===== src/hw/rtl/rpo_pkg.sv =====
// Package: shared constants, item codes and helpers for the rectangle overlay unit.
`timescale 1ns / 1ps

package rpo_pkg;

  localparam int DefSlotCount  = 5;
  localparam int DefSideLength = 150;

  localparam int PosW   = 11;
  localparam int DeltaW = 12;
  localparam int EdgeW  = 16;
  localparam int SlotW  = 3;
  // Compare width: holds an edge plus the largest side without wrap.
  localparam int CmpW   = EdgeW + 2;

  localparam int ResetBase = 50;
  localparam int ResetStep = 50;

  localparam logic KindPixel = 1'b0;
  localparam logic KindFrame = 1'b1;

  typedef struct packed {
    logic             covered_odd;
    logic             highlight;
    logic             picked;
    logic [SlotW-1:0] picked_slot;
  } result_t;

  // Clamp a one-bit-grown sum back to the signed edge range.
  function automatic logic signed [EdgeW-1:0] sat_edge(input logic signed [EdgeW:0] v);
    logic signed [EdgeW-1:0] r;
    if (v[EdgeW] != v[EdgeW-1]) begin
      r = v[EdgeW] ? {1'b1, {(EdgeW-1){1'b0}}} : {1'b0, {(EdgeW-1){1'b1}}};
    end else begin
      r = v[EdgeW-1:0];
    end
    return r;
  endfunction

endpackage


===== src/hw/rtl/rpo_calc.sv =====
// Combinational hit test, parity, first-hit pick and raise/move of the squares.
`timescale 1ns / 1ps

module rpo_calc import rpo_pkg::*; #(
  parameter int SLOT_COUNT  = DefSlotCount,
  parameter int SIDE_LENGTH = DefSideLength
) (
  input  logic                    kind_i,
  input  logic [PosW-1:0]         pos_x_i,
  input  logic [PosW-1:0]         pos_y_i,
  input  logic                    button_down_i,
  input  logic signed [DeltaW-1:0] delta_x_i,
  input  logic signed [DeltaW-1:0] delta_y_i,
  input  logic signed [EdgeW-1:0] left_i [SLOT_COUNT],
  input  logic signed [EdgeW-1:0] top_i  [SLOT_COUNT],
  input  logic                    drag_i,
  output logic signed [EdgeW-1:0] left_o [SLOT_COUNT],
  output logic signed [EdgeW-1:0] top_o  [SLOT_COUNT],
  output logic                    edge_we_o,
  output result_t                 res_o
);

  localparam int IdxW = (SLOT_COUNT > 1) ? $clog2(SLOT_COUNT) : 1;

  logic [SLOT_COUNT-1:0]    hit_vec;
  logic                     hit_any;
  logic [IdxW-1:0]          hit_idx;
  logic signed [CmpW-1:0]   x_ext, y_ext;
  logic signed [EdgeW:0]    sum_x, sum_y;
  logic                     is_frame;

  assign x_ext = signed'(CmpW'(pos_x_i));
  assign y_ext = signed'(CmpW'(pos_y_i));

  for (genvar g = 0; g < SLOT_COUNT; g++) begin : g_hit
    logic signed [CmpW-1:0] l_ext, t_ext;
    assign l_ext = CmpW'(left_i[g]);
    assign t_ext = CmpW'(top_i[g]);
    assign hit_vec[g] = (x_ext >= l_ext) && (x_ext < l_ext + CmpW'(SIDE_LENGTH)) &&
                        (y_ext >= t_ext) && (y_ext < t_ext + CmpW'(SIDE_LENGTH));
  end

  // Lowest slot wins: scan from the back so the front hit overrides.
  always_comb begin
    hit_any = 1'b0;
    hit_idx = '0;
    for (int i = SLOT_COUNT - 1; i >= 0; i--) begin
      if (hit_vec[i]) begin
        hit_any = 1'b1;
        hit_idx = IdxW'(i);
      end
    end
  end

  assign sum_x = (EdgeW+1)'(left_i[hit_idx]) + (EdgeW+1)'(delta_x_i);
  assign sum_y = (EdgeW+1)'(top_i[hit_idx]) + (EdgeW+1)'(delta_y_i);

  // Raise: picked square goes to the front, the ones ahead of it step back.
  always_comb begin
    left_o[0] = sat_edge(sum_x);
    top_o[0]  = sat_edge(sum_y);
    for (int i = 1; i < SLOT_COUNT; i++) begin
      if (IdxW'(i) <= hit_idx) begin
        left_o[i] = left_i[i-1];
        top_o[i]  = top_i[i-1];
      end else begin
        left_o[i] = left_i[i];
        top_o[i]  = top_i[i];
      end
    end
  end

  assign is_frame  = (kind_i == KindFrame);
  assign edge_we_o = is_frame && button_down_i && hit_any;

  always_comb begin
    res_o.covered_odd = !is_frame && (^hit_vec);
    res_o.highlight   = is_frame ? edge_we_o : drag_i;
    res_o.picked      = edge_we_o;
    res_o.picked_slot = edge_we_o ? SlotW'(hit_idx) : '0;
  end

endmodule


===== src/hw/rtl/rect_parity_overlay_with_raise_unit.sv =====
// Top level: input register, square store, result register and handshake.
`timescale 1ns / 1ps

// Even-odd overlay of a stack of equal squares with click-to-raise drag.
// Input channel: in_valid_i / in_stall_o with fields kind_i, pos_x_i, pos_y_i,
//   button_down_i, delta_x_i, delta_y_i. kind 0 is a pixel query, 1 a pointer
//   frame event. A beat is taken when in_valid_i is high and in_stall_o low.
// Output channel: out_valid_o / out_stall_i with covered_odd_o, highlight_o,
//   picked_o, picked_slot_o. Every input beat gives exactly one output beat.
// Path: input register holds a taken beat, result register holds its result.
// Throughput: one beat per cycle while out_stall_i holds no result; the hit
//   compares of all squares, the first-hit pick and the raise/move update sit
//   between the two registers, and each beat sees the squares as left by the
//   beat before it.
// Stall: while out_stall_i holds a result, the input register still takes
//   one more beat; after that in_stall_o rises until the result drains.
// Reset (rst_ni low, asynchronous): both stages empty, drag flag cleared,
//   square i placed with its left and top edges at 50 + 50 * i.

module rect_parity_overlay_with_raise_unit import rpo_pkg::*; #(
  parameter int SLOT_COUNT  = DefSlotCount,
  parameter int SIDE_LENGTH = DefSideLength
) (
  input  logic                     clk_i,
  input  logic                     rst_ni,
  input  logic                     in_valid_i,
  output logic                     in_stall_o,
  input  logic                     kind_i,
  input  logic [PosW-1:0]          pos_x_i,
  input  logic [PosW-1:0]          pos_y_i,
  input  logic                     button_down_i,
  input  logic signed [DeltaW-1:0] delta_x_i,
  input  logic signed [DeltaW-1:0] delta_y_i,
  output logic                     out_valid_o,
  input  logic                     out_stall_i,
  output logic                     covered_odd_o,
  output logic                     highlight_o,
  output logic                     picked_o,
  output logic [SlotW-1:0]         picked_slot_o
);

  logic                     s1_valid_q;
  logic                     kind_q;
  logic [PosW-1:0]          pos_x_q, pos_y_q;
  logic                     button_q;
  logic signed [DeltaW-1:0] delta_x_q, delta_y_q;

  logic                     out_valid_q;
  result_t                  res_q, res_d;

  logic signed [EdgeW-1:0]  left_q [SLOT_COUNT];
  logic signed [EdgeW-1:0]  top_q  [SLOT_COUNT];
  logic signed [EdgeW-1:0]  left_d [SLOT_COUNT];
  logic signed [EdgeW-1:0]  top_d  [SLOT_COUNT];
  logic                     drag_q;
  logic                     edge_we;

  logic advance, s1_load, fire;

  assign advance    = !out_valid_q || !out_stall_i;
  assign fire       = s1_valid_q && advance;
  assign in_stall_o = s1_valid_q && !advance;
  assign s1_load    = in_valid_i && !in_stall_o;

  always_ff @(posedge clk_i or negedge rst_ni) begin
    if (!rst_ni) begin
      s1_valid_q <= 1'b0;
    end else if (s1_load) begin
      s1_valid_q <= 1'b1;
    end else if (fire) begin
      s1_valid_q <= 1'b0;
    end
  end

  always_ff @(posedge clk_i) begin
    if (s1_load) begin
      kind_q    <= kind_i;
      pos_x_q   <= pos_x_i;
      pos_y_q   <= pos_y_i;
      button_q  <= button_down_i;
      delta_x_q <= delta_x_i;
      delta_y_q <= delta_y_i;
    end
  end

  rpo_calc #(
    .SLOT_COUNT  (SLOT_COUNT),
    .SIDE_LENGTH (SIDE_LENGTH)
  ) u_calc (
    .kind_i        (kind_q),
    .pos_x_i       (pos_x_q),
    .pos_y_i       (pos_y_q),
    .button_down_i (button_q),
    .delta_x_i     (delta_x_q),
    .delta_y_i     (delta_y_q),
    .left_i        (left_q),
    .top_i         (top_q),
    .drag_i        (drag_q),
    .left_o        (left_d),
    .top_o         (top_d),
    .edge_we_o     (edge_we),
    .res_o         (res_d)
  );

  // Square store and drag flag advance together with the result register.
  always_ff @(posedge clk_i or negedge rst_ni) begin
    if (!rst_ni) begin
      drag_q <= 1'b0;
      for (int i = 0; i < SLOT_COUNT; i++) begin
        left_q[i] <= EdgeW'(ResetBase + ResetStep * i);
        top_q[i]  <= EdgeW'(ResetBase + ResetStep * i);
      end
    end else if (fire) begin
      drag_q <= res_d.highlight;
      if (edge_we) begin
        left_q <= left_d;
        top_q  <= top_d;
      end
    end
  end

  always_ff @(posedge clk_i or negedge rst_ni) begin
    if (!rst_ni) begin
      out_valid_q <= 1'b0;
    end else if (advance) begin
      out_valid_q <= s1_valid_q;
    end
  end

  always_ff @(posedge clk_i) begin
    if (fire) begin
      res_q <= res_d;
    end
  end

  assign out_valid_o   = out_valid_q;
  assign covered_odd_o = res_q.covered_odd;
  assign highlight_o   = res_q.highlight;
  assign picked_o      = res_q.picked;
  assign picked_slot_o = res_q.picked_slot;

endmodule


===== config.mk =====
export PLATFORM = sky130hd
export DESIGN_NAME = rect_parity_overlay_with_raise_unit
export DESIGN_NICKNAME = d
export VERILOG_FILES = /design/src/hw/rtl/rpo_pkg.sv /design/src/hw/rtl/rpo_calc.sv /design/src/hw/rtl/rect_parity_overlay_with_raise_unit.sv
export SDC_FILE = /design/constraint.sdc
export NUM_CORES = 1
export LEC_CHECK = 0
export BUFFER_PORTS_ARGS = -buffer_cell sky130_fd_sc_hd__buf_4
export CAP_MARGIN = 10
export CELL_PAD_IN_SITES_DETAIL_PLACEMENT = 1
export CELL_PAD_IN_SITES_GLOBAL_PLACEMENT = 2
export CORE_MARGIN = 2
export CORE_UTILIZATION = 30
export DETAILED_ROUTE_END_ITERATION = 12
export PLACE_DENSITY_LB_ADDON = 0.1
export SYNTH_ARGS = -nofsm -noshare
export SYNTH_HDL_FRONTEND = slang
export SYNTH_SLANG_ARGS = --single-unit
export TNS_END_PERCENT = 30

===== constraint.sdc =====
create_clock -name clk_i -period 10.9 [get_ports clk_i]
set_clock_uncertainty 0.1 [all_clocks]
set_input_delay 1.09 -clock clk_i [delete_from_list [all_inputs] [get_ports clk_i]]
set_output_delay 1.09 -clock clk_i [all_outputs]
set_load 0.02 [all_outputs]

Yosys cells after proc, flatten, opt, wreduce, memory -nomap -nowiden
Cells that the tools add are included.
Cells by class
  mux-type cells: 23
  add/subtract/negate cells: 12
  $lt $le $gt $ge: 25
  equality and inequality tests: 2
  bitwise logic cells: 1
  reduce and logical (&&, ||, !) cells: 34
Operators by type and width (number)
  $lt 12x18->1: 10
  $add 16x9->17 const B: 10
  $ge 12x16->1: 10
  $mux 16: 8
  $bmux 16 s3: 2
  $add 16x12->17: 2
  $logic_and 1x1->1: 21
  $mux 3: 5
  $reduce_and 3->1: 4
  $mux 1: 8
  $le 2x3->1 const A: 2
  $logic_not 1->1: 5
  $reduce_xor 5->1: 1
  $ge 4x4->1 const B: 1
  $not 3->4: 1
  $le 1x3->1 const A: 1
  $le 3x3->1 const A: 1
  $ne 1x1->1: 2
  $reduce_and 2->1: 1
  $reduce_bool 2->1: 1
  $logic_or 1x1->1: 1
Storage, ports and cells
  flip-flop bits (word level): 217

Logic depth before layout (Yosys ltp)
Gate-level depths: netlist of run 1.
  depth in word-level cells: 17
  gate-level depth with buffers: 33

Cells and area by module
From an unflattened synthesis of run 1, not the netlist that was laid out.
Second synthesis, totals
  cells, all modules: 2170
  area, all modules: 20497.2 µm²
By module, submodules not included
  rpo_calc: seq. area each 0.0 µm², instances 1, area each 12359.4 µm², cells an instance 1767
  rect_parity_overlay_with_raise_unit: seq. area each 5748.0 µm², instances 1, area each 8137.8 µm², cells an instance 403

Worst setup path after synthesis of run 1
No wires, ideal clock.
  path kind: register -> register
  start: register top_q[17] in the netlist's numbering
  end: register left_q[76] in the netlist's numbering
  arrival: 6846 ps
  setup time: 139 ps
  slack: 3815 ps
  cell stages (with the launch flop): 31
  required time: 10661 ps
  clock period less this slack: 7085 ps
  buffers on the path: 2
  path through: dfrtp_1 -> inv_1 -> ha_1 -> nand2b_1 -> a21oi_1 -> nand2_1 -> xnor2_1 -> ha_1 -> or3_1 -> a221o_1 -> a31oi_1 -> a2111oi_2 -> or3_2 -> ha_1 -> a211oi_1 -> clkbuf_1 -> a21oi_1 -> a2bb2oi_1 -> ha_1 -> fa_1 -> a211oi_1 -> o21bai_1 -> a31oi_1 -> a21oi_1 -> and4_1 -> a2111oi_0 -> or3b_2 -> o32ai_1 -> clkbuf_1 -> nor2_1 -> o21ai_0
On the way
  cells in the longest elaborated chain, start to end: 14
  elaborated cells between the ends (all ways): 23
  those cells by class: add/sub: 2; order compare: 2; eq/ne: 1; mux: 13; bitwise: 1; reduce/logical: 4
RTL lines
  start: declaration: RTL line rect_parity_overlay_with_raise_unit.sv:52  | logic signed [EdgeW-1:0] top_q [SLOT_COUNT];
  start signal: indexed assignment: RTL line rect_parity_overlay_with_raise_unit.sv:111  | top_q[i] <= EdgeW'(ResetBase + ResetStep * i);
  start signal: assignment: RTL line rect_parity_overlay_with_raise_unit.sv:117  | top_q <= top_d;
  $add 16x9->17 or $ge 12x16->1 (tied branches): RTL line rpo_calc.sv:40  | (y_ext >= t_ext) && (y_ext < t_ext + CmpW'(SIDE_LENGTH));
  $lt 12x18->1 or $logic_and 1x1->1 (tied branches): RTL line rpo_calc.sv:40, rpo_calc.sv:39
  $logic_and 1x1->1 (*): RTL line rpo_calc.sv:40
  $mux 3 (4 in series): RTL line rpo_calc.sv:48  | if (hit_vec[i]) begin
  $not 3->4 (not written as such): RTL line rpo_calc.sv:55  | assign sum_x = (EdgeW+1)'(left_i[hit_idx]) + (EdgeW+1)'(delta_x_i);
  $bmux 16 s3: RTL line rpo_calc.sv:55
  $mux 16 (not written as such) (2 in series): RTL line rpo_calc.sv:55
  $add 16x12->17: RTL line rpo_calc.sv:55
  $mux 16 or $ne 1x1->1 (tied branches): RTL line rpo_pkg.sv:33, rpo_pkg.sv:32
  $mux 16: RTL line rpo_pkg.sv:32  | if (v[EdgeW] != v[EdgeW-1]) begin
  end signal: indexed assignment: RTL line rect_parity_overlay_with_raise_unit.sv:110  | left_q[i] <= EdgeW'(ResetBase + ResetStep * i);
  end signal: assignment: RTL line rect_parity_overlay_with_raise_unit.sv:116  | left_q <= left_d;
  end: declaration: RTL line rect_parity_overlay_with_raise_unit.sv:51  | logic signed [EdgeW-1:0] left_q [SLOT_COUNT];
Every way passes the cells marked *; elsewhere a longest branch is shown, timed or not. The select of a mux whose other input is x is not followed.
A chain may end at the register's enable or synchronous reset.

Worst setup path in the final report of run 1
  start: register left_q[65] in the netlist's numbering
  end: register top_q[73] in the netlist's numbering
On the way
  cells in the longest elaborated chain, start to end: 13
  elaborated cells between the ends (all ways): 18
  those cells by class: add/sub: 2; order compare: 2; eq/ne: 1; mux: 7; bitwise: 1; reduce/logical: 5
RTL lines
  $add 16x9->17: RTL line rpo_calc.sv:39  | assign hit_vec[g] = (x_ext >= l_ext) && (x_ext < l_ext + CmpW'(SIDE_LENGTH)) &&
  $lt 12x18->1: RTL line rpo_calc.sv:39
  $logic_and 1x1->1 (*) (2 in series): RTL line rpo_calc.sv:39
  $logic_and 1x1->1 (*): RTL line rpo_calc.sv:40
  $mux 3: RTL line rpo_calc.sv:48
  $not 3->4 (not written as such): RTL line rpo_calc.sv:56  | assign sum_y = (EdgeW+1)'(top_i[hit_idx]) + (EdgeW+1)'(delta_y_i);
  $bmux 16 s3: RTL line rpo_calc.sv:56
  $mux 16 (not written as such) (2 in series): RTL line rpo_calc.sv:56
  $add 16x12->17: RTL line rpo_calc.sv:56
  $mux 16 or $ne 1x1->1 (tied branches): RTL line rpo_pkg.sv:33, rpo_pkg.sv:32
  $mux 16: RTL line rpo_pkg.sv:32
Marked as above.

==> results of run 1 <==
==> kinds of logic (layout without fill, tap and decap cells) <==
logic type      after synthesis  in the layout
fa+ha+maj                   269            269
xor+xnor                    111            111
compound gates              548            548
buf+inv                     183            257
mux                         148            148
simple gates                480            480
flops                       217            217
other cells                   0              1
==> cell type report <==
class,count,area share (%)
clock buffer,47,4.83
tap,782,4.72
timing repair buffer,84,3.06
clock inverter,10,0.236
sequential,217,27.7
antenna,1,0.0121
multi-input combinational,1556,57.3
inverter,116,2.10
==> flip-flops by register name, indices dropped and copies added, names as in the netlist <==
register       count
delta_y_q         12
pos_x_q           11
covered_odd_o      1
picked_slot_o      3
top_q             80
button_q           1
out_valid_o        1
left_q            80
picked_o           1
kind_q             1
delta_x_q         12
highlight_o        1
s1_valid_q         1
drag_q             1
pos_y_q           11
==> per-stage QoR <==
stage	setup WS, ns	area [µm²]
detailed placement	2.12	19700
global placement	2.23	19700
CTS	2.08	20700
global route	1.48	20700
floorplan	3.81	18300
finish	2.21	20700
==> placed cells by master, fill, tap and decap left out, drive strengths merged, types with 13 or more instances in the layout <==
cell and instances:
ha 254, o21ai 156, a21oi 134, nand2 128
dfrtp 125, inv 115, nor2 104, mux2i 97
xnor2 87, buf 84, nand3 68, edfxtp 54
mux2 51, a21o 47, clkbuf 47, dfstp 38
nor3 31, a211oi 27, xor2 24, nand2b 23
o21a 20, o211ai 19, nand4 18, o31ai 17
and3 17, a2bb2oi 16, nor2b 15, or2 15
a31oi 15, maj3 13
==> per-layer routing <==
layer | GRT usage (%) | wire (µm)
met1 | 29.2 | 32000
met2 | 31.6 | 27400
met3 | 2.35 | 1890
met4 | 4.23 | 1300
met5 | 0 | 0
==> power by group <==
part	internal (µW)	total [µW]	switching, µW	leakage, µW
Sequential	976	1190	217	0.00243
Clock	627	1040	417	0.000522
Combinational	806	1920	1120	0.00638
Total	2410	4160	1750	0.00932
==> worst max-delay path, delay by kind of cell, from the launching register on <==
| family | cells | cell delay (ns) |
|---|---|---|
| buffers and inverters | 4 | 0.96 |
| DFF | 1 | 0.57 |
| xor gates and xnor gates | 2 | 0.90 |
| adders and majority gates | 3 | 0.87 |
| and+or+nand+nor | 5 | 1.07 |
| AOI/OAI and AO/OA | 16 | 4.07 |
==> worst paths after layout <==
path / to / slack (ns) / cells after the start
worst max-delay path: top_q[73]$_DFFE_PN0P_ / 2.21 / 30
max in group asynchronous: top_q[38]$_DFFE_PN0P_ / 9.08 / 2
worst max register to register: top_q[73]$_DFFE_PN0P_ / 2.21 / 30
min in group clk_i: out_valid_o$_DFFE_PN0P_ / 0.41 / 1
worst min register to register: out_valid_o$_DFFE_PN0P_ / 0.41 / 1
worst min-delay path: left_q[64]$_DFFE_PN0P_ / 0.34 / 1
==> flow_summary.toml, run 1 <==
[synth]
avgSynthCellArea_um2 = 9.33
synth_common_cells = "254 x ha_1, 150 x o21ai_0, 134 x a21oi_1"
synth-xor-area-share_pct = 5.33
synth_async_sr_flop_share_pct = 75.1
synth-compound-area-share_pct = 19.3
syn_area_um2 = 18300
synth_top_area_share_pct = 17.4
ys.flop_type = "dfrtp_1"
synthMuxAreaShare_pct = 8.67
synth-edff-count = 54
synth.distinct_cells = 88
ys_warn_count = 0
synth-seq-area-share_pct = 31.5
synth_top_cell_by_area = "ha_1"
ys_top_cells_by_area = "ha_1 17%, dfrtp_1 17%, edfxtp_1 8.9%, dfstp_2 5.5%, mux2i_1 5.3%"
ys_ff_latch = 217
synthCells = 1956
synth_top_family_by_area = "compound AO/OA/AOI/OAI gates"
synth-simple-area-share_pct = 13.0
synthAdderAreaFrac_pct = 18.3
synthMostInstantiatedCell = "ha_1"
syn-num-nets = 2264

[cts]
cts_tree = "done"
worstSkewPairLatency_ns = 0.60
cts.clk_slew.worst_paths_ns = 0.06
postCtsSetupRepairBufs = 0
cts_hold_buffers = 0
cts_root_buf = "clkbuf_16"
cts-buffers-inserted = 31
cts.sinks = 217
cts.path.max_buffers = 3
cts_resized = 0
htree_levels = 1

[pwr]
total_power_uw = 4160
leakage_uw = 0.00932
max-vdd-ir-drop_mv = 0.121
p_per_area_nw_per_um2 = 201

[worst_setup_path]
arrival_ns = 9.06
slowest_delay_ns = 0.80
crit_start = "left_q[65]$_DFFE_PN1P_"
critical_path.slowest_cell = "a211oi_2"
worstPathRequired_ns = 11.26
worstSetupPathType = "reg2reg"
r2r_start = "left_q[65]$_DFFE_PN1P_"
crit_path_max_fanout = 47
endpoint_kind = "register"
startpoint_type = "register"

[detailed_routing]
drtPass1Iterations = 5
drtIter0Drc = 660
wirelength_um = 62600
vias = 15100
drc = 0
wl_per_cell_um = 22.2
vias_per_cell = 5.38
ant_nets = 0

[finish]
area_growth_pct = 13.5
drive_above_1_share_pct = 13.0
multi_input_area_um2 = 11900
nNetsFinal = 2314
fin_util_pct = 34.4
register_area_um2 = 5750
layoutNonFillerInstCount = 2813
nFillCells = 6814

[die]
ios = 60
fp.dieH_um = 251
start_util_pct = 30.3
die_w_um = 251
fp-row-count = 90
design.die.area_um2 = 62800
coreArea_um2 = 60200

[grt]
antenna_found_initial = 0
grt_max_degree = 58
gr-usage-all-layers_pct = 20.0
grt-ovfl-total = 0
grt_pass1_vias = 16000
grt_pass1_wl_um = 96500

[place]
dp_hpwl_um = 49600
dp_cells = 2755
place.gp.congestion = 0.831
io_buffer_count = 59

[run]
max_cap_viol_count = 0

[hold_path]
hp-class = "in2async"

[timing]
period_share_pct = 79.8
worstMarginPinSlew_ns = 1.08
tns_ns = 0
layout_min_cycle_time_ns = 8.69
timing.fmax_mhz = 115
report.final.slew_viol_count = 0
finalHoldViolations = 0
rsz0062_at_grt = "false"
final-setup-viol-count = 0
slew_headroom_pct = 26.9
whs_ns = 0.336

[status]
outcome = "finished, final reports clean"
No activity file was read; power rests on OpenSTA's default activity.
==> run 2, diff against run 1 <==
- ABC_AREA: unset -> 1
- clock period: 10.9 -> 8.5 ns (I/O delays scaled with it)
==> run 2 against run 1 <==
Sequential power up 24%. Die area up 11%. Wire length up 20%. Maximum frequency up 16%. Area after synthesis up 11%. Combinational power up 110%. Sequential cell count unchanged. First-iteration DRC count up 24%. Total power up 65%. Critical path type unchanged. Critical endpoint is now top_q[64]$_DFFE_PN0P_. Highest routed layer unchanged.
==> flow_summary.toml, run 2 <==
[timing]
timing.fmax_mhz = 133
tns_ns = 0
report.final.slew_viol_count = 0
rsz0062_at_grt = "false"
worstMarginPinSlew_ns = 1.14
slew_headroom_pct = 24.0
final-setup-viol-count = 0
layout_min_cycle_time_ns = 7.50
period_share_pct = 88.2
finalHoldViolations = 0

[worst_setup_path]
critical_path.slowest_cell = "nand2_1"
worstSetupPathType = "reg2reg"
critPathMostFrequentCell = "nand2_1"
crit_start = "left_q[33]$_DFFE_PN1P_"
crit_path_max_fanout = 37
r2r_start = "left_q[33]$_DFFE_PN1P_"
critical_path_buf_inv_count = 5
worstPathRequired_ns = 8.89
endpoint_kind = "register"
cp_top_family = "simple AND/OR/NAND/NOR gates"
arrival_ns = 7.89
startpoint_type = "register"
slowest_delay_ns = 0.66

[die]
start_util_pct = 30.2
fp.dieH_um = 264
die_w_um = 264
coreArea_um2 = 66900
ios = 60
fp-row-count = 95
design.die.area_um2 = 69500

[synth]
synth_top_area_share_pct = 16.6
ys_top_cells_by_area = "nand2_1 17%, ha_1 16%, dfrtp_1 15%, edfxtp_1 8.0%, nand3_1 5.7%"
synth-edff-count = 54
synth_common_cells = "896 x nand2_1, 298 x inv_1, 282 x nor2_1"
synth_top_cell_by_area = "nand2_1"
syn_area_um2 = 20200
syn-num-nets = 3242
synth.distinct_cells = 50
ys.flop_type = "dfrtp_1"
synth-seq-area-share_pct = 28.4
ys_ff_latch = 217
ys_warn_count = 0
avgSynthCellArea_um2 = 6.89
synthCells = 2934
synthMostInstantiatedCell = "nand2_1"
synth_async_sr_flop_share_pct = 75.1

[grt]
gr-usage-all-layers_pct = 21.8
grt_pass1_vias = 20700
grt_max_degree = 101
grt_pass1_wl_um = 118000
antenna_found_initial = 3
grt-ovfl-total = 0

[detailed_routing]
vias_per_cell = 5.01
drtPass1Iterations = 5
drc = 0
wl_per_cell_um = 19.4
wirelength_um = 75000
ant_nets = 0
vias = 19400
drtIter0Drc = 821

[pwr]
p_clk_share_pct = 20.2
combPwrFrac_pct = 58.2
max-vdd-ir-drop_mv = 0.191
p_int_uw = 3450
swShare_pct = 49.7
leakage_uw = 0.0109
p_per_area_nw_per_um2 = 304
p_seq_share_pct = 21.6
switchingPower_uw = 3410

[finish]
layoutNonFillerInstCount = 3867
largestRegisters = "left_q x80, top_q x80"
nFillCells = 8466
final_common_cell = "nand2_1"
final_cell_mix = "895 x nand2_1, 297 x inv_1, 281 x nor2_1, 254 x ha_1, 231 x nand3_1"
diodes = 0
register_area_um2 = 5750
nNetsFinal = 3276
area_growth_pct = 11.5
drive_above_1_share_pct = 7.65
multi_input_area_um2 = 12900

[cts]
cts_root_buf = "clkbuf_16"
cts.path.max_buffers = 3
cts_tree = "done"
worstSkewPairLatency_ns = 0.56
cts_hold_buffers = 0
cts_resized = 0
cts.clk_slew.worst_paths_ns = 0.05
htree_levels = 2
cts-buffers-inserted = 34
cts.sinks = 217
postCtsSetupRepairBufs = 0

[place]
dp_hpwl_um = 59900
dp_cells = 3805
io_buffer_count = 59
place.gp.congestion = 0.858

[hold_path]
hp-class = "in2async"

[run]
max_cap_viol_count = 0

[status]
outcome = "finished, final reports clean"
[run 2: cell types whose count changed in the layout (fill, tap and decap cells not counted), moves of 30 or more]
cell and delta:
mux2_2 -40, nor2_1 +179, a21o_1 -33, inv_1 +184
nand3_1 +163, nand4_1 +30, xnor2_1 -72, o21ai_0 -63
o21ai_1 +105, mux2i_1 -97, nand2_1 +767, xor2_1 +58
[run 2: final cells by class]
type | count | share of cell area [%]
Clock buffer | 52 | 4.35
Clock inverter | 10 | 0.450
Inverter | 328 | 5.47
Multi-Input combinational cell | 2317 | 57.0
Sequential cell | 217 | 25.5
Tap cell | 873 | 4.85
Timing Repair Buffer | 70 | 2.36
[run 2: layer usage]
| layer | global-route usage, % | vias up | share of wire, % |
|---|---|---|---|
| met3 | 2.50 | 63 | 2.6 |
| met1 | 29.9 | 9408 | 49 |
| met4 | 4.53 | 0 | 1.7 |
| li1 | - | 9709 | - |
| met5 | 0 | - | 0 |
| met2 | 36.7 | 196 | 47 |
[run 2: worst paths after layout]
kind                                           to  slack, ns  cells after the start
setup / recovery            top_q[64]$_DFFE_PN0P_       1.00                     41
hold / removal              top_q[64]$_DFFE_PN0P_       0.25                      1
setup reg to reg            top_q[64]$_DFFE_PN0P_       1.00                     41
hold reg to reg             top_q[50]$_DFFE_PN1P_       0.38                      2
max in group asynchronous  s1_valid_q$_DFFE_PN0P_       6.57                      2
min in group clk_i           pos_x_q[7]$_DFFE_PP_       0.36                      1
[run 2: power groups by stage]
stage | Sequential [µW] | Combinational, µW | Clock (µW)
6_report | 1480 | 3990 | 1390
5_1_grt | 1510 | 4600 | 1460
4_1_cts | 1480 | 4060 | 1440
3_5_place_dp | 1500 | 4020 | 0
3_3_place_gp | 1500 | 3930 | 0
2_1_floorplan | 1410 | 2880 | 0
[run 2: kinds of logic (layout without fill, tap and decap cells)]
group           count (synthesis)  after routing  share of synthesized area, %
xor+xnor                       97             97                          4.20
flops                         217            217                          28.4
fa+ha+maj                     256            256                          15.9
simple gates                 1541           1541                          31.8
compound gates                423            423                          11.6
buf+inv                       400            460                          8.09
[run 2: metrics by stage]
step | hold slack [ns] | utilization [%] | worst slack, ns | cell area [µm²] | total power, µW
after global routing | 0.342 | 33.7 | 0.143 | 22500 | 7570
after floorplan | 0.359 | - | 2.54 | 20200 | 4290
after detailed placement | 0.376 | 32.1 | 0.904 | 21500 | 5520
after global placement | 0.376 | 32.1 | 1.08 | 21500 | 5430
after CTS | 0.323 | 33.7 | 0.880 | 22500 | 6970
final | 0.254 | 33.7 | 1.00 | 22500 | 6860
==> run 3, diff against run 2 <==
- PLACE_DENSITY_LB_ADDON: 0.1 -> 0.15
==> run 3 against run 2 <==
Sequential power about the same. Maximum frequency down 1.0%. Total power up 0.49%. Final cell count about the same. Combinational power about the same. Clock power about the same. Sequential share of layout area about the same. Largest cell class unchanged. Largest power group unchanged. Highest routed layer unchanged.
==> flow_summary.toml, run 3 (synthesis results as in run 2) <==
[status]
outcome = "finished, final reports clean"

[run]
max_cap_viol_count = 0

[cts]
cts_resized = 0
cts_hold_buffers = 0
cts_tree = "done"
htree_levels = 2
cts.clk_slew.worst_paths_ns = 0.06
worstSkewPairLatency_ns = 0.56
cts-buffers-inserted = 34
cts.path.max_buffers = 3
cts_root_buf = "clkbuf_16"
postCtsSetupRepairBufs = 0
cts.sinks = 217

[detailed_routing]
drtIter0Drc = 854
drc = 0
ant_nets = 0
wirelength_um = 73600
vias = 19200
vias_per_cell = 4.98
drtPass1Iterations = 5
wl_per_cell_um = 19.0

[finish]
final_cell_mix = "895 x nand2_1, 297 x inv_1, 281 x nor2_1, 254 x ha_1, 231 x nand3_1"
diodes = 0
design_area_um2 = 22500
nNetsFinal = 3275
final_common_cell = "nand2_1"
area_growth_pct = 11.4
drive_above_1_share_pct = 7.58
largestRegisters = "left_q x80, top_q x80"

[timing]
rsz0062_at_grt = "false"
slew_headroom_pct = 23.9
layout_min_cycle_time_ns = 7.58
finalHoldViolations = 0
period_share_pct = 89.1
worstMarginPinSlew_ns = 1.14
report.final.slew_viol_count = 0
timing.fmax_mhz = 132
whs_ns = 0.208
final-setup-viol-count = 0
tns_ns = 0

[worst_setup_path]
worstSetupPathType = "reg2reg"
critical_path.slowest_cell = "dfstp_2"
crit_path_max_fanout = 49
worstPathRequired_ns = 8.90
endpoint_kind = "register"
arrival_ns = 7.97
slowest_delay_ns = 0.54
critPathMostFrequentCell = "nand2_1"
critical_path_buf_inv_count = 4
startpoint_type = "register"
cp_top_family = "simple AND/OR/NAND/NOR gates"

[place]
dp_hpwl_um = 58400
dpl_cell_area_um2 = 21500
place.gp.congestion = 0.830
io_buffer_count = 59

[grt]
grt_pass1_vias = 20500
gr-usage-all-layers_pct = 21.3
grt_max_degree = 72
grt-ovfl-total = 0
antenna_found_initial = 1
grt_pass1_wl_um = 116000

[die]
fp.dieH_um = 264
die_w_um = 264
ios = 60
design.die.area_um2 = 69500
coreArea_um2 = 66900
start_util_pct = 30.2
fp-row-count = 95

[pwr]
p_per_area_nw_per_um2 = 306
combPwrFrac_pct = 58.2
p_seq_share_pct = 21.4
p_clk_share_pct = 20.5
p_int_uw = 3470
swShare_pct = 49.7
leakage_uw = 0.0109
switchingPower_uw = 3430
max-vdd-ir-drop_mv = 0.167

[hold_path]
hp-class = "in2async"
## run 3: worst reg2reg max path: cells and delay by family, from the launching register on
family	cells	cell delay (ns)
simple gates	24	3.17
compound gates	6	1.66
flops	1	0.54
xor+xnor	1	0.14
fa+ha+maj	4	1.07
buf+inv	4	0.81
## run 3: metal layers
| metal | global-route usage (%) | vias to the layer above | wire, µm |
|---|---|---|---|
| li1 | - | 9690 | - |
| met1 | 28.4 | 9237 | 35400 |
| met2 | 36.9 | 219 | 34700 |
| met3 | 2.27 | 91 | 1900 |
| met4 | 5.02 | 0 | 1680 |
| met5 | 0 | - | 0 |
## run 3: per-stage QoR
stage               setup slack [ns]  instances  util [%]  total power [µW]
finish                         0.924       3866      33.7              6900
detailed placement             0.780       3804      32.1              5530
floorplan                       2.54       2934         -              4290
global placement               0.845       3804      32.1              5430
CTS                            0.757       3866      33.7              7000
global route                   0.183       3866      33.7              7590
## run 3: path summary, 6_finish.rpt
| check | startpoint | to | slack, ns | cells after the start |
|---|---|---|---|---|
| hold reg to reg | left_q[50]$_DFFE_PN1P_ | left_q[50]$_DFFE_PN1P_ | 0.39 | 2 |
| setup reg to reg | left_q[65]$_DFFE_PN1P_ | top_q[64]$_DFFE_PN0P_ | 0.92 | 39 |
| setup / recovery | left_q[65]$_DFFE_PN1P_ | top_q[64]$_DFFE_PN0P_ | 0.92 | 39 |
| min in group clk_i | delta_y_i[1] | delta_y_q[1]$_DFFE_PP_ | 0.36 | 1 |
| hold / removal | rst_ni | left_q[70]$_DFFE_PN0P_ | 0.21 | 1 |
| max in group asynchronous | rst_ni | left_q[10]$_DFFE_PN0P_ | 6.19 | 3 |
## run 3: area by class of cell
class / count / area [µm²]
clock buffer: 50 / 982
multi-input combinational: 2317 / 12900
clock inverter: 12 / 101
fill: 8439 / 44400
timing repair buffer: 69 / 524
sequential: 217 / 5750
inverter: 328 / 1230
tap: 873 / 1090
## run 3: power groups by stage
stage	registers (µW)	clock network (µW)	logic, µW
detailed placement	1490	0	4040
finish	1470	1410	4010
CTS	1470	1460	4070
global placement	1490	0	3940
global route	1500	1500	4590
floorplan	1410	0	2880
